$ cat src/hw/rtl/betweenness_centrality_engine_defines.svh
// Assertion macros for the betweenness centrality RTL.
`ifndef BETWEENNESS_CENTRALITY_ENGINE_DEFINES_SVH
`define BETWEENNESS_CENTRALITY_ENGINE_DEFINES_SVH

// Same-cycle implication, clocked by clk, off while arst_n is low.
`define BC_ASSERT_NOW(lbl, ante, cons, msg) \
	lbl: assert property (@(posedge clk) disable iff (!arst_n) (ante) |-> (cons)) \
		else $error(msg);

// Next-cycle implication, clocked by clk, off while arst_n is low.
`define BC_ASSERT_NEXT(lbl, ante, cons, msg) \
	lbl: assert property (@(posedge clk) disable iff (!arst_n) (ante) |=> (cons)) \
		else $error(msg);

`endif

$ cat src/hw/rtl/bc_pkg.sv
// Shared types and constants for the betweenness centrality engine.
package bc_pkg;

	localparam int unsigned MAX_NODES_DEF = 256;
	localparam int unsigned MAX_EDGES_DEF = 2048;

	localparam int unsigned VAL_W = 48;
	localparam logic [VAL_W-1:0] VAL_MAX = {VAL_W{1'b1}};
	localparam logic [VAL_W-1:0] VAL_ONE = 48'h0000_0001_0000; // 1.0 in Q32.16

	typedef enum logic [1:0] {
		ACT_ADD_EDGE = 2'd0,
		ACT_COMPUTE  = 2'd1,
		ACT_READ     = 2'd2,
		ACT_CLEAR    = 2'd3
	} action_t;

	typedef enum logic [1:0] {
		STS_OK       = 2'd0,
		STS_FULL     = 2'd1,
		STS_BAD_NODE = 2'd2
	} status_t;

	// request to the multiply-divide unit: floor(mult_a * mult_b / divisor)
	typedef struct packed {
		logic             start;
		logic [VAL_W-1:0] mult_a;
		logic [VAL_W:0]   mult_b;
		logic [VAL_W-1:0] divisor;
	} md_req_t;

	typedef struct packed {
		logic             done;
		logic [VAL_W-1:0] quot;
	} md_rsp_t;

endpackage

$ cat src/hw/rtl/bc_muldiv.sv
// Bit-serial multiply then restoring divide on one shared adder, result saturated to 48 bits, zero for a zero divisor.
module bc_muldiv import bc_pkg::*; (
	input  logic    clk,
	input  logic    arst_n,
	input  md_req_t req,
	output md_rsp_t rsp
);

	localparam int unsigned PW = 2 * VAL_W + 1;   // product width
	localparam logic [6:0] MUL_LAST = 7'(VAL_W);  // multiplier has VAL_W+1 bits
	localparam logic [6:0] DIV_LAST = 7'(PW - 1);

	typedef enum logic [1:0] {MD_IDLE, MD_MUL, MD_DIV} md_state_t;

	md_state_t        st_q;
	logic [6:0]       cnt_q;
	logic [VAL_W-1:0] a_q;
	logic [VAL_W:0]   b_q;
	logic [VAL_W-1:0] d_q;
	logic [PW-1:0]    acc_q;
	logic [VAL_W-1:0] r_q;
	logic [VAL_W-1:0] q_q;
	logic             big_q;
	logic             done_q;
	logic [VAL_W-1:0] res_q;

	logic [VAL_W:0]   r_next;
	logic [PW:0]      add_x, add_y, add_s;
	logic             add_cin;
	logic             geq;
	logic [VAL_W-1:0] q_fin;
	logic             big_fin;

	assign r_next = {r_q, acc_q[PW-1]};

	// the one adder: accumulate in MUL, trial subtract in DIV
	always_comb begin
		if (st_q == MD_DIV) begin
			add_x   = (PW+1)'(r_next);
			add_y   = ~((PW+1)'(d_q));
			add_cin = 1'b1;
		end else begin
			add_x   = {1'b0, acc_q[PW-2:0], 1'b0};
			add_y   = (PW+1)'(b_q[VAL_W] ? a_q : '0);
			add_cin = 1'b0;
		end
		add_s = add_x + add_y + (PW+1)'(add_cin);
	end

	assign geq     = !add_s[PW];
	assign q_fin   = {q_q[VAL_W-2:0], geq};
	assign big_fin = big_q | q_q[VAL_W-1];

	always_ff @(posedge clk or negedge arst_n) begin
		if (!arst_n) begin
			st_q   <= MD_IDLE;
			cnt_q  <= '0;
			done_q <= 1'b0;
		end else begin
			done_q <= 1'b0;
			case (st_q)
				MD_IDLE: begin
					if (req.start) begin
						a_q   <= req.mult_a;
						b_q   <= req.mult_b;
						d_q   <= req.divisor;
						acc_q <= '0;
						cnt_q <= '0;
						st_q  <= MD_MUL;
					end
				end
				MD_MUL: begin
					acc_q <= add_s[PW-1:0];
					b_q   <= {b_q[VAL_W-1:0], 1'b0};
					if (cnt_q == MUL_LAST) begin
						cnt_q <= '0;
						r_q   <= '0;
						q_q   <= '0;
						big_q <= 1'b0;
						st_q  <= MD_DIV;
					end else begin
						cnt_q <= cnt_q + 7'd1;
					end
				end
				MD_DIV: begin
					acc_q <= {acc_q[PW-2:0], 1'b0};
					r_q   <= geq ? add_s[VAL_W-1:0] : r_next[VAL_W-1:0];
					q_q   <= q_fin;
					big_q <= big_fin;
					if (cnt_q == DIV_LAST) begin
						done_q <= 1'b1;
						if (d_q == '0)
							res_q <= '0;
						else
							res_q <= big_fin ? VAL_MAX : q_fin;
						st_q <= MD_IDLE;
					end else begin
						cnt_q <= cnt_q + 7'd1;
					end
				end
				default: st_q <= MD_IDLE;
			endcase
		end
	end

	assign rsp.done = done_q;
	assign rsp.quot = res_q;

endmodule
$ cat config.mk
export PLATFORM = sky130hd
export DESIGN_NAME = bc_muldiv
export DESIGN_NICKNAME = d
export VERILOG_FILES = /design/src/hw/rtl/betweenness_centrality_engine_defines.svh /design/src/hw/rtl/bc_pkg.sv /design/src/hw/rtl/bc_muldiv.sv
export SDC_FILE = /design/constraint.sdc
export NUM_CORES = 1
export LEC_CHECK = 0
export BUFFER_PORTS_ARGS = -buffer_cell sky130_fd_sc_hd__buf_4
export CAP_MARGIN = 0
export CORE_MARGIN = 3
export CORE_UTILIZATION = 40
export CTS_BUF_LIST = sky130_fd_sc_hd__clkbuf_4 sky130_fd_sc_hd__clkbuf_8
export DETAILED_ROUTE_END_ITERATION = 10
export SKIP_LAST_GASP = 1
export SLEW_MARGIN = 20
export SYNTH_ARGS = -nofsm -noshare
export SYNTH_HDL_FRONTEND = slang
export SYNTH_SLANG_ARGS = --single-unit
$ cat constraint.sdc
create_clock -name clk -period 9.6 [get_ports clk]
set_clock_uncertainty 0.2 [all_clocks]
set_input_delay 2.4 -clock clk [delete_from_list [all_inputs] [get_ports clk]]
set_output_delay 2.4 -clock clk [all_outputs]
set_load 0.005 [all_outputs]
# --- After elaboration in Yosys (flattened, before gate mapping) ---
# Index checks and enable logic that the tools add are counted.
op_classes:
  add_sub_neg: 3
  eq_ne: 8
  muxes: 25
  bitwise_logic: 2
  n_reduce_logical: 13
ops:
  columns: ["operator", "n"]
  rows:
  - ["one-hot mux 97 bit (3 select lines)", 1]
  - ["two-way mux 97 bit", 2]
  - ["two-way mux 48 bit", 4]
  - ["one-hot mux 48 bit (2 select lines)", 2]
  - ["adder 98 x 1 -> 98 bit", 1]
  - ["adder 98 bit", 1]
  - ["two-way mux 98 bit", 1]
  - ["inverter 48 -> 98 bit", 1]
  - ["one-hot mux 49 bit (2 select lines)", 1]
  - ["two-way mux 49 bit", 1]
  - ["zero test 48 bit", 1]
  - ["two-way mux 7 bit", 3]
  - ["one-hot mux 7 bit (3 select lines)", 1]
  - ["AND reduction 3 bit", 7]
  - ["adder 7 x 1 -> 7 bit (second input constant)", 1]
  - ["equality test 7 x 6 -> 1 bit (second input constant)", 1]
  - ["equality test 7 bit (second input constant)", 1]
  - ["two-way mux 2 bit", 3]
  - ["inequality test 2 bit (second input constant)", 3]
  - ["one-hot mux 2 bit (3 select lines)", 1]
  - ["two-way mux 1 bit", 4]
  - ["nonzero test 2 bit", 2]
  - ["nonzero test 3 bit", 1]
  - ["equality test 2 x 1 -> 1 bit (second input constant)", 1]
  - ["6 further kinds", 6]
word_totals:
  register_bits: 397
  output_inout_bits: 49
  wordCells: 62

# --- Depth between registers and ports, before layout ---
# Gate-level depths: netlist of the first run.
depth:
  word_depth: 6
  ltp_mapped: 24
  ltp_nobuf: 17

# --- Least setup slack after synthesis of the first run ---
# Ideal clock, no wire load.
synth_timing:
  kind: "input to register"
  startpoint: "input port req[145] (netlist name)"
  endpoint: "register acc_q[0] (enable)"
  setup_ns: 0.691
  t_arrival_ns: 9.489
  required_time_ns: 8.709
  slack_ns: -0.780
  cell_stages: 2
  path_buffers: 0
  cell_sequence: "nor2b_1 > nor3b_1"
synth_via:
  elab_chain_cells: 2
synth_rtl:
  columns: ["element", "line", "text"]
  rows:
  - ["start: declaration", "bc_muldiv.sv:5", "input md_req_t req,"]
  - ["inequality test 2 bit (no source line)", null, null]
  - ["AND reduction 3 bit (no source line)", null, null]
  - ["end signal: assignment", "bc_muldiv.sv:73", "acc_q <= add_s[PW-1:0];"]
  - ["end signal: assignment", "bc_muldiv.sv:86", "acc_q <= {acc_q[PW-2:0], 1'b0};"]
  - ["end: declaration", "bc_muldiv.sv:20", "logic [PW-1:0] acc_q;"]
# Every way passes these cells.
# A chain may end at the register's enable or synchronous reset.

# --- Worst setup path in the final report of the first run ---
layout_timing:
  startpoint: "register st_q[0]"
  endpoint: "register acc_q[96] (data pin)"
layout_via:
  elab_chain_cells: 5
  word_cells_on_any_way: 9
layout_rtl:
  columns: ["element", "line", "text"]
  rows:
  - ["start: declaration", "bc_muldiv.sv:15", "md_state_t st_q;"]
  - ["start signal: assignment", "bc_muldiv.sv:56", "st_q <= MD_IDLE;"]
  - ["start signal: assignment", "bc_muldiv.sv:69", "st_q <= MD_MUL;"]
  - ["start signal: assignment", "bc_muldiv.sv:80", "st_q <= MD_DIV;"]
  - ["equality test 2 bit", "bc_muldiv.sv:38, bc_muldiv.sv:61", null]
  - ["two-way mux 97 bit / two-way mux 98 bit (equally long branches)", "bc_muldiv.sv:38", "if (st_q == MD_DIV) begin"]
  - ["adder 98 bit", "bc_muldiv.sv:47", "add_s = add_x + add_y + (PW+1)'(add_cin);"]
  - ["adder 98 x 1 -> 98 bit", "bc_muldiv.sv:47", null]
  - ["one-hot mux 97 bit (3 select lines) (*)", "bc_muldiv.sv:61", "case (st_q)"]
# Mark *: on every way between the ends. The rest lies on a longest branch, timed or not.

==> results.cfg, run 1 <==
[clock_tree]
cts_tree = yes
root_buffer = clkbuf_8
cts-buffers-inserted = 73
clkSlewWorstSetupHoldPaths_ns = 0.06
clk_latency_ns = 0.69
ctsHtreeMaxLevel = 3
cts_setup_buffers = 0
cts_sinks = 397
post_cts_resized = 0
cts_hold_buf = 0
cts_buffer_depth = 3

[floorplan]
die_area_sq_um = 60600
io_pins = 197
die_w_um = 246
rows = 87
core_area_sq_um = 56700
die_h_um = 246
initial_core_util = 0.407

[timing]
hold_viol = 0
rsz0062_at_grt = no
fmax_mhz = 158
worst_slack_ns = 3.27
finalCriticalPeriod_ns = 6.33
slew_violations = 0
setup_viol = 0
period_share = 0.659
worst_pin_slew_ns = 1.16
final.setup.tns_ns = 0
relSlewSlack = 0.227

[setup_path]
worst-setup-path-type = reg2reg
startpoint_type = flip-flop
rrSetupSlack_ns = 3.27
path_max_fanout = 55
end_kind = flip-flop
cp_cell_sequence = inv_1 -> ha_4 -> buf_4 -> nor2b_4 -> buf_4 -> nand2_1 -> o21ai_0 -> ha_1 -> a21o_1 -> fa_1 -> a21o_1 -> a221oi_2 -> o211a_1 -> o21ai_0 -> a21boi_1 -> o21a_1 -> o21ai_1 -> a31o_2 -> a31o_2
arrival_ns = 6.58
path_delay_family = compound AO/OA/AOI/OAI gates
cp.required_ns = 9.85
r2r_start = st_q[0]$_DFFE_PN0P_
critPathLaunch = st_q[0]$_DFFE_PN0P_
cp_num_buf_inv = 3
slowest_delay_ns = 0.67
slowest_stage = a21boi_1

[job]
drv_cap = 0

[logic_synthesis]
synth_area_per_cell_sq_um = 10.9
synthFlopType = edfxtp_1
synthCells = 2123
ys_warn_count = 0
ys_async_sr_fraction = 0.0252
synth.ff_latch_count = 397
netlist_area_sq_um = 23100
synth-seq-area-share = 0.514
syn_nets = 2327
ys_types = 101
synth_edf_count = 387

[placement]
hpwl_um = 46500
dpl_cell_area_sq_um = 25100
port_buffers = 196
pre_cts_ws_ns = 3.41
gp_congestion = 0.961

[grt]
grt_usage = 0.225
grt_antenna_before_repair = 3
grt_overflow = 0
grt_pass1_wl_um = 105000
first_global_vias = 18088
grt_max_degree = 81

[route]
drt-pass1-iter-count = 7
routed_wl_um = 69300
ant_nets = 0
num_vias = 18598
wire_per_inst_um = 22.4
vias_per_cell = 6.02
drc_errors = 0
first_iter_violations = 1766

[pwr]
power_density_nw_per_um2 = 179
p_total_mw = 4.77
p_leak_nw = 9.97
worst_ir_drop_vdd_mv = 0.107

[status]
status = completed

[cells_and_area]
drive_gt1_frac = 0.232
nNetsFinal = 2476
final_area_sq_um = 26600
final_core_util = 0.468
area_delta_synth_final_pct = 15.1

[min_path]
timing.hold.worst.start = b_q[18]$_DFFE_PP_
min_path_type = reg2reg
[worst reg2reg max path: stages, from the launching register on]
cell and delay, ns:
dfrtp_1 0.40, inv_1 0.20, ha_4 0.18, buf_4 0.56, nor2b_4 0.07, buf_4 0.29, nand2_1 0.22, o21ai_0 0.10
ha_1 0.38, a21o_1 0.21, fa_1 0.41, a21o_1 0.22, a221oi_2 0.36, o211a_1 0.27, o21ai_0 0.19, a21boi_1 0.67
o21a_1 0.40, o21ai_1 0.23, a31o_2 0.31, a31o_2 0.23
[cells in the mapped netlist (all sizes together), types with 30 or more instances]
cell / instances / area share
edfxtp: 387 / 0.50
nand2: 212 / 0.034
o21ai: 184 / 0.041
a21oi: 162 / 0.037
nor2: 132 / 0.022
mux2: 115 / 0.056
clkbuf: 98 / 0.016
and2: 63 / 0.017
o21a: 58 / 0.019
ha: 55 / 0.030
nand3: 45 / 0.010
a22o: 44 / 0.017
buf: 44 / 0.012
inv: 33 / 0.0054
o211ai: 30 / 0.011
[cells by family after synthesis]
group / synth area share
AOI/OAI and AO/OA: 0.209
muxes: 0.0631
DFF: 0.514
and+or+nand+nor: 0.133
buffers and inverters: 0.0339
adders and majority gates: 0.0307
xor gates and xnor gates: 0.0163
[flip-flops by register name (all words and copies together), names as in the netlist]
name	count
d_q	48
q_q	48
r_q	48
done_q	1
st_q	2
cnt_q	7
b_q	49
acc_q	97
res_q	48
a_q	48
big_q	1
[report_power, final]
group	switching, mW	internal, mW
Clock	0.775	0.881
Sequential	0.0659	2.01
Combinational	0.596	0.436
[layer usage]
layer	vias to the layer above	GRT usage	routed length, um	part of all wire
met2	848	0.350	31200	0.45
li1	8477	-	-	-
met5	-	0	0	0
met4	0	0.0834	2390	0.035
met3	163	0.0600	6110	0.088
met1	9110	0.301	29600	0.43
[through the flow]
stage / hold WS, ns / cells
floorplan: 0.297 / 2123
global placement: 0.326 / 2953
detailed placement: 0.334 / 2953
CTS: 0.347 / 3086
global route: 0.358 / 3088
finish: 0.342 / 3090
[layout make-up]
type,count,area (sq um)
clock buffer,96,1200
inverter,34,129
multi-input combinational,1550,10500
clock inverter,37,268
sequential,397,11900
timing repair buffer,216,1630
fill,5192,30200
tap,756,946
antenna,4,10.0
[path summary, 6_finish.rpt]
path | cells past startpoint | endpoint
setup / recovery | 19 | acc_q[96]$_DFFE_PP_
hold / removal | 1 | b_q[19]$_DFFE_PP_
setup reg to reg | 19 | acc_q[96]$_DFFE_PP_
hold reg to reg | 1 | b_q[19]$_DFFE_PP_
max in group asynchronous | 1 | cnt_q[6]$_DFFE_PN0P_
min in group asynchronous | 1 | cnt_q[3]$_DFFE_PN0P_
[cell usage in the layout (no fill, tap or decap), drive strengths merged, types with 18 or more instances in the layout]
cell    count
nand2     212
nor2b      19
inv        37
a21o       22
nor4       23
clkbuf     96
nand4      29
buf       216
mux2      115
nor3       27
a21oi     162
edfxtp    387
a22oi      19
o21a       58
o211ai     30
nor2      132
o21ai     184
a222oi     18
nand3      45
a22o       44
ha         55
clkinv     28
and2       63
xnor2      26
Power figures use the tool's default switching activity.
==> run 2: changes to the inputs <==
clock period = 6 ns   (was 9.6 ns; I/O delays follow)
==> run 2 against run 1 <==
  * Global-route usage up 0.062 points
  * Maximum frequency is 17% higher
  * Cell count up 0.68%
  * Die area is the same
  * Sequential power rose by 60%
  * Core utilization rose by 0.41 points
  * Power up 60%
  * Clock power is 57% higher
  * Sequential share of layout area shrank 0.39 points
  * Via count about the same
  * Clock-buffer cell count grew 5
  * Critical path type unchanged
==> results.cfg, run 2 (synthesized netlist as in run 1, its figures left out) <==
[placement]
dpl_cell_area_sq_um = 25300
pre_cts_ws_ns = 0.737
dpl.cell_count = 2981
port_buffers = 196
hpwl_um = 47300
gp_congestion = 0.967

[cells_and_area]
layout_commonest_cell = edfxtp_1
top_regs = acc_q x97, b_q x49
final_core_util = 0.472
drive_gt1_frac = 0.239
nNetsFinal = 2504
largest_register = acc_q
final_cell_mix = edfxtp_1 (387), buf_4 (238), nand2_1 (211)
final_area_sq_um = 26800
n_fill_cell = 5217
area_delta_synth_final_pct = 16.1
largest_reg_flops = 97
stdcell_count = 3111

[pwr]
internal-power_mw = 5.35
p_leak_nw = 10.1
switching_share = 0.297
worst_ir_drop_vdd_mv = 0.178
pwr-share-comb = 0.222
seqPwrFrac = 0.437
clkPwrFrac = 0.342
p_sw_mw = 2.26
power_density_nw_per_um2 = 284
p_total_mw = 7.61

[route]
num_vias = 18611
ant_nets = 0
routed_wl_um = 69700
vias_per_cell = 5.98
wire_per_inst_um = 22.4
drc_errors = 0
first_iter_violations = 1948
drt-pass1-iter-count = 8

[timing]
hold_viol = 0
hold_ws_ns = 0.338
worst_slack_ns = 0.572
worst_pin_slew_ns = 1.01
final.setup.tns_ns = 0
fmax_mhz = 184
slew_violations = 0
setup_viol = 0
period_share = 0.905
relSlewSlack = 0.323
finalCriticalPeriod_ns = 5.43
rsz0062_at_grt = no

[setup_path]
rrSetupSlack_ns = 0.57
startpoint_type = flip-flop
cp_cell_sequence = inv_1 -> ha_4 -> buf_12 -> buf_4 -> mux2_2 -> ha_1 -> o211ai_1 -> o21ai_0 -> and3_1 -> a32o_1 -> or2_2 -> o311ai_1 -> buf_4 -> nor3_1 -> o21ai_0 -> a21oi_1
slowest_stage = o311ai_1
path_max_fanout = 25
cp.required_ns = 6.15
worst-setup-path-type = reg2reg
arrival_ns = 5.58
end_kind = flip-flop
slowest_delay_ns = 0.60

[min_path]
min_path_type = reg2reg

[floorplan]
io_pins = 197
initial_core_util = 0.407
die_area_sq_um = 60600
die_w_um = 246
rows = 87
die_h_um = 246
core_area_sq_um = 56700

[grt]
top_usage_layer = met2
grt_usage = 0.225
grt_pass1_wl_um = 107000
grt_overflow = 0
grt_util_met3 = 0.0590
grt_antenna_before_repair = 1
grt_use_met2 = 0.339
grt_util_met1 = 0.306
grt_max_degree = 98
first_global_vias = 18457

[clock_tree]
ctsHtreeMaxLevel = 3
cts_tree = yes
cts-buffers-inserted = 72
clkSlewWorstSetupHoldPaths_ns = 0.06
cts_setup_buffers = 0
cts_sinks = 397
root_buffer = clkbuf_8
cts_buffer_depth = 3
cts_hold_buf = 0
clk_latency_ns = 0.66
post_cts_resized = 0

[job]
drv_cap = 0

[status]
status = completed
==> run 2: cell types whose count changed in the layout (fill, tap and decap cells not counted), sizes merged <==
cell	before	now
clkinvlp	4	3
buf	216	245
clkbuf	96	101
clkinv	28	18
inv	37	38
diode	4	1
==> run 2: power groups by stage <==
stage               Combinational, mW  Sequential (mW)  Clock, mW
floorplan                        1.21             3.32          0
global placement                 1.63             3.37          0
detailed placement               1.65             3.37          0
CTS                              1.66             3.32       2.68
global route                     1.84             3.33       2.81
finish                           1.69             3.32       2.60
==> run 2: area by class of cell <==
class	instances	area, sq um	area share
inverters	34	128	0.00476
clock buffers	101	1230	0.0458
diodes	1	2.50	0.0000934
clock inverters	27	201	0.00752
multi-input cells	1550	10500	0.392
flip-flops and latches	397	11900	0.443
well taps	756	946	0.0353
repair buffers	245	1920	0.0716
==> run 2: path summary, 6_finish.rpt <==
path | start | endpoint | cells past startpoint
worst max-delay path | st_q[0]$_DFFE_PN0P_ | r_q[37]$_SDFFCE_PP0P_ | 16
worst max register to register | st_q[0]$_DFFE_PN0P_ | r_q[37]$_SDFFCE_PP0P_ | 16
min in group asynchronous | arst_n | st_q[0]$_DFFE_PN0P_ | 1
max in group asynchronous | arst_n | cnt_q[1]$_DFFE_PN0P_ | 1
worst min-delay path | cnt_q[0]$_DFFE_PN0P_ | cnt_q[0]$_DFFE_PN0P_ | 1
worst min register to register | cnt_q[0]$_DFFE_PN0P_ | cnt_q[0]$_DFFE_PN0P_ | 1
==> run 2: per-layer routing <==
layer / share of wire / wire length (um)
met1: 0.42 / 29500
met4: 0.039 / 2750
met3: 0.097 / 6750
met2: 0.44 / 30700
met5: 0 / 0
==> run 2: worst max-delay path, delay by kind of cell (launching register included) <==
kind                       cells  cell delay (ns)
AOI/OAI and AO/OA              6             1.82
adders and majority gates      2             0.86
buffers and inverters          4             0.86
DFF                            1             0.40
muxes                          1             0.35
and+or+nand+nor                3             0.61
